### config.mk
export PLATFORM = sky130hd
export DESIGN_NAME = trs_aff_round_sat
export DESIGN_NICKNAME = d
export VERILOG_FILES = /design/src/sv/trs_aff_pkg.sv /design/src/sv/trs_aff_round_sat.sv
export SDC_FILE = /design/constraint.sdc
export NUM_CORES = 1
export LEC_CHECK = 0
export ABC_AREA = 1
export BUFFER_PORTS_ARGS = -buffer_cell sky130_fd_sc_hd__buf_2
export CAP_MARGIN = 20
export CORE_AREA = 5 5 420 422
export CTS_BUF_LIST = sky130_fd_sc_hd__clkbuf_16
export DETAILED_ROUTE_END_ITERATION = 12
export DIE_AREA = 0 0 425 427
export GPL_TIMING_DRIVEN = 0
export MAX_ROUTING_LAYER = met4
export PLACE_DENSITY_LB_ADDON = 0.12
export SLEW_MARGIN = 30
export SYNTH_ARGS = -nofsm -noshare
export SYNTH_HDL_FRONTEND = slang
export SYNTH_SLANG_ARGS = --single-unit
### constraint.sdc
create_clock -name clock -period 33.5 [get_ports clock]
set_clock_uncertainty 0.2 [all_clocks]
set_input_delay 6.7 -clock clock [delete_from_list [all_inputs] [get_ports clock]]
set_output_delay 6.7 -clock clock [all_outputs]
set_load 0.005 [all_outputs]
### src/sv/trs_aff_pkg.sv
// ----------------------------------------------------------------------------
// trs_aff_pkg
// Types and constants shared by the rotation/scale/translation matrix pipeline.
// ----------------------------------------------------------------------------
package trs_aff_pkg;

   localparam int QUAT_W  = 16;
   localparam int WORD_W  = 32;
   localparam int QPROD_W = 2 * QUAT_W;
   localparam int ROT_W   = 34;
   localparam int PROD_W  = ROT_W + WORD_W;
   localparam int SUM_W   = PROD_W + 1;
   localparam int FRAC_SH = 30;
   localparam int NUM_TERMS = 9;

   // 1.0 in Q.30
   localparam logic signed [ROT_W-1:0] ONE_Q30 = {{(ROT_W-FRAC_SH-1){1'b0}}, 1'b1,
                                                  {FRAC_SH{1'b0}}};
   // half an lsb of the Q16.16 result
   localparam logic signed [SUM_W-1:0] ROUND_Q30 = {{(SUM_W-FRAC_SH){1'b0}}, 1'b1,
                                                    {(FRAC_SH-1){1'b0}}};

   typedef struct packed {
      logic signed [QUAT_W-1:0] quat_x;
      logic signed [QUAT_W-1:0] quat_y;
      logic signed [QUAT_W-1:0] quat_z;
      logic signed [QUAT_W-1:0] quat_w;
      logic signed [WORD_W-1:0] scale_x;
      logic signed [WORD_W-1:0] scale_y;
      logic signed [WORD_W-1:0] scale_z;
      logic signed [WORD_W-1:0] shift_x;
      logic signed [WORD_W-1:0] shift_y;
      logic signed [WORD_W-1:0] shift_z;
   } req_type;

   typedef struct packed {
      logic signed [WORD_W-1:0] m00;
      logic signed [WORD_W-1:0] m10;
      logic signed [WORD_W-1:0] m20;
      logic signed [WORD_W-1:0] m01;
      logic signed [WORD_W-1:0] m11;
      logic signed [WORD_W-1:0] m21;
      logic signed [WORD_W-1:0] m02;
      logic signed [WORD_W-1:0] m12;
      logic signed [WORD_W-1:0] m22;
      logic signed [WORD_W-1:0] out_shift_x;
      logic signed [WORD_W-1:0] out_shift_y;
      logic signed [WORD_W-1:0] out_shift_z;
   } rsp_type;

   typedef struct packed {
      logic signed [QPROD_W-1:0] xx;
      logic signed [QPROD_W-1:0] yy;
      logic signed [QPROD_W-1:0] zz;
      logic signed [QPROD_W-1:0] xy;
      logic signed [QPROD_W-1:0] xz;
      logic signed [QPROD_W-1:0] yz;
      logic signed [QPROD_W-1:0] wx;
      logic signed [QPROD_W-1:0] wy;
      logic signed [QPROD_W-1:0] wz;
      logic [2:0][WORD_W-1:0]    scale;
      logic [2:0][WORD_W-1:0]    shift;
   } qprod_stage_type;

   // terms in output order: m00 m10 m20 m01 m11 m21 m02 m12 m22
   typedef struct packed {
      logic [NUM_TERMS-1:0][ROT_W-1:0] rot;
      logic [2:0][WORD_W-1:0]          scale;
      logic [2:0][WORD_W-1:0]          shift;
   } rot_stage_type;

   typedef struct packed {
      logic [NUM_TERMS-1:0][PROD_W-1:0] prod;
      logic [2:0][WORD_W-1:0]           shift;
   } mul_stage_type;

endpackage

### src/sv/trs_aff_round_sat.sv
// ----------------------------------------------------------------------------
// trs_aff_round_sat
// Last stage: round half up to Q16.16, saturate, and hold the result item.
// ----------------------------------------------------------------------------
module trs_aff_round_sat (
   input  logic                        clock,
   input  logic                        reset,
   input  logic                        in_valid,
   output logic                        in_ready,
   input  trs_aff_pkg::mul_stage_type  in_data,
   output logic                        out_valid,
   input  logic                        out_ready,
   output trs_aff_pkg::rsp_type        out_data
);

   localparam int Q_W = trs_aff_pkg::SUM_W - trs_aff_pkg::FRAC_SH;
   localparam int W   = trs_aff_pkg::WORD_W;

   logic                                 valid_ff;
   trs_aff_pkg::rsp_type                 data_ff;
   trs_aff_pkg::rsp_type                 data_in;
   logic [trs_aff_pkg::NUM_TERMS-1:0][W-1:0] term;

   function automatic logic [W-1:0] round_sat(
      input logic [trs_aff_pkg::PROD_W-1:0] prod
   );
      logic signed [trs_aff_pkg::SUM_W-1:0] sum;
      logic signed [trs_aff_pkg::SUM_W-1:0] shifted;
      logic signed [Q_W-1:0]                 q;
      logic [W-1:0]                          res;
      sum     = trs_aff_pkg::SUM_W'($signed(prod)) + trs_aff_pkg::ROUND_Q30;
      shifted = sum >>> trs_aff_pkg::FRAC_SH;
      q       = shifted[Q_W-1:0];
      // in range when all bits above the result's sign agree with it
      if (q[Q_W-1:W-1] == {(Q_W-W+1){q[W-1]}}) begin
         res = q[W-1:0];
      end else if (q[Q_W-1]) begin
         res = {1'b1, {(W-1){1'b0}}};
      end else begin
         res = {1'b0, {(W-1){1'b1}}};
      end
      return res;
   endfunction

   assign in_ready = !valid_ff || out_ready;

   always_comb begin
      for (int i = 0; i < trs_aff_pkg::NUM_TERMS; i++) begin
         term[i] = round_sat(in_data.prod[i]);
      end
      data_in.m00 = term[0];
      data_in.m10 = term[1];
      data_in.m20 = term[2];
      data_in.m01 = term[3];
      data_in.m11 = term[4];
      data_in.m21 = term[5];
      data_in.m02 = term[6];
      data_in.m12 = term[7];
      data_in.m22 = term[8];
      data_in.out_shift_x = in_data.shift[0];
      data_in.out_shift_y = in_data.shift[1];
      data_in.out_shift_z = in_data.shift[2];
   end

   always_ff @(posedge clock) begin
      if (reset) begin
         valid_ff <= 1'b0;
      end else if (in_ready) begin
         valid_ff <= in_valid;
      end
   end

   always_ff @(posedge clock) begin
      if (in_valid && in_ready) begin
         data_ff <= data_in;
      end
   end

   assign out_valid = valid_ff;
   assign out_data  = data_ff;

endmodule

==> flow_metrics.py <==
metrics = {
    "synthesis": {
        "synthArstFlopShare_pct": 0,
        "avgSynthCellArea_um2": 8.42,
        "synthCells": 2809,
        "ys_seq_area_share_pct": 48.8,
        "ys.flop_type": "edfxtp_1",
        "synth_edf_count": 384,
        "synthMuxAreaShare_pct": 0,
        "ys_warn_count": 0,
        "synthesis.area_mm2": 0.0237,
        "ys_ff_latch": 385,
        "synthAdderAreaFrac_pct": 0.476,
        "synthSimpleGateAreaFrac_pct": 36.0,
        "synth_xor_area_share_pct": 9.99,
        "synth_compound_area_share_pct": 0.0793,
        "synth.distinct_cells": 29,
        "syn_nets": 3512,
        "synth_top_family_by_area": "simple AND/OR/NAND/NOR gates",
    },
    "power_and_ir_drop": {
        "peakVddDrop_v": 0.0000318,
        "p_per_area_mw_per_mm2": 42.3,
        "finalPower_mw": 1.40,
        "power_leakage_nw": 13.7,
    },
    "sta": {
        "relSlewSlack_pct": 53.0,
        "fin_crit_ns": 14.14,
        "setup_viol": 0,
        "final_hold_viol_count": 0,
        "finalSetupTns_ns": 0,
        "tightestPinTransition_ns": 0.703,
        "max_freq_mhz": 70.7,
        "fin_crit_sh_pct": 42.2,
        "rsz0062_at_grt": "false",
        "drv_slew": 0,
    },
    "route": {
        "vias_per_cell": 3.71,
        "drc": 0,
        "final_antenna_net_count": 0,
        "post_drt_wl_per_cell_um": 21.2,
        "dr.pass1.iters": 5,
        "wirelength_um": 129000,
        "drtIter0Drc": 1035,
        "num_vias": 22578,
    },
    "floorplanning": {
        "core-area_mm2": 0.173,
        "ioPinCount": 1080,
        "dieArea_mm2": 0.181,
        "initial_core_util_pct": 13.7,
        "rows": 153,
        "die_w_um": 425,
        "die_y_um": 427,
    },
    "global_route": {
        "overflow": 0,
        "grt_start_max_net_pins": 20,
        "grt_first_pass_wirelength_um": 176000,
        "track_usage_pct": 14.0,
        "first_global_vias": 22783,
        "antenna_found_initial": 89,
    },
    "clock_tree": {
        "postCtsHoldBufs": 0,
        "htree_levels": 2,
        "numCtsBuffers": 55,
        "max-clock-path-buffers": 3,
        "clock_latency_ns": 0.68,
        "cts_tree": "done",
        "cts_repair_resize_count": 0,
        "postCtsSetupBuffers": 0,
        "cts_root_buf": "clkbuf_16",
        "clock_sinks": 385,
        "path_clk_slew_ns": 0.06,
    },
    "place": {
        "io_buffers": 818,
        "dp_hpwl_um": 112000,
        "routabilityCongestion": 0.857,
        "place_inst": 5978,
    },
    "layout": {
        "mostFrequentLayoutCell": "nand2_1",
        "fill_cells": 19756,
        "mostFrequentLayoutCells": "nand2_1 (955), buf_2 (857), nand3_1 (408)",
        "layout-drive-gt1-share_pct": 30.4,
        "nNetsFinal": 4413,
        "fin_cells": 6090,
        "area_delta_synth_final_pct": 39.7,
    },
    "worst_hold_path": {
        "hold_path_class": "reg2reg",
    },
    "worst_setup_path": {
        "arrival_ns": 7.24,
        "cp-start-kind": "input port",
        "rrSetupSlack_ns": 30.48,
        "crit_path_max_fanout": 3,
        "timing.critical_path.required_ns": 26.60,
        "criticalPathCategory": "in2out",
        "end_kind": "output pin",
    },
    "outcome": {
        "run_status": "finished clean",
    },
    "run": {
        "cap_violations": 0,
    },
}
==> routing by layer <==
| metal | GRT usage, % | part of all wire [%] | vias up |
|---|---|---|---|
| met2 | 24.2 | 49 | 724 |
| met4 | 3.26 | 2.8 | 0 |
| met5 | - | 0 | - |
| li1 | - | - | 11147 |
| met1 | 16.5 | 42 | 10453 |
| met3 | 3.20 | 5.8 | 254 |
==> through the flow <==
stage          utilization [%]  hold slack, ns  setup WS (ns)  cell area, um^2
3_3_place_gp              17.8           0.414          -6.69            30700
3_5_place_dp              18.1           0.451          19.37            31300
5_1_grt                   19.1           0.486          19.34            33000
6_report                  19.1           0.468          19.36            33000
4_1_cts                   19.1           0.461          19.37            33000
2_1_floorplan                -           0.307           6.91            23700
==> final cells by class <==
cell class,instances,area [um^2],area share [%]
multi-input combinational,2212,11000,33.4
timing repair buffer,844,4680,14.2
sequential,385,11600,35.0
clock inverter,46,375,1.14
antenna,11,27.5,0.0833
inverter,131,492,1.49
buffer,81,601,1.82
clock buffer,55,1380,4.16
tap,2325,2910,8.80
==> worst paths after layout <==
kind / depth (start not counted) / start / to
hold reg to reg: 2 / out_valid / out_valid
hold / removal: 2 / out_valid / out_valid
setup / recovery: 4 / out_ready / in_ready
setup reg to reg: 10 / out_valid / out_data[261]
==> sequential cells by signal (all words and copies together), names as in the netlist <==
| register | cells |
|---|---|
| out_valid | 1 |
| out_data | 384 |
==> logic make-up after synthesis <==
group	Yosys count
and+or+nand+nor	1930
DFF	385
xor gates and xnor gates	270
buffers and inverters	212
adders and majority gates	9
AOI/OAI and AO/OA	3
==> power breakdown <==
group	internal [mW]	leakage [nW]	switching [mW]	total [mW]
combinational	0.0847	9.09	0.149	0.234
clock	0.330	0.886	0.250	0.580
sequential	0.572	3.73	0.0116	0.584
total	0.987	13.7	0.410	1.40
==> critical path, cell delays in order <==
cell and delay, ns:
buf_2 0.10, inv_1 0.10, nand2_1 0.16, buf_2 0.18
==> cell usage after synthesis (all sizes together), types with 3 or more instances <==
master | number | area [um^2]
ha | 9 | 113
inv | 131 | 492
nor4 | 3 | 18.8
buf | 81 | 601
xor2 | 162 | 1420
nand3 | 420 | 2160
nand2 | 981 | 3760
edfxtp | 384 | 11500
nand4 | 35 | 219
nand3b | 19 | 154
nor3 | 57 | 300
xnor2 | 108 | 946
nor2 | 412 | 1880
(Power assumes the default switching activity.)
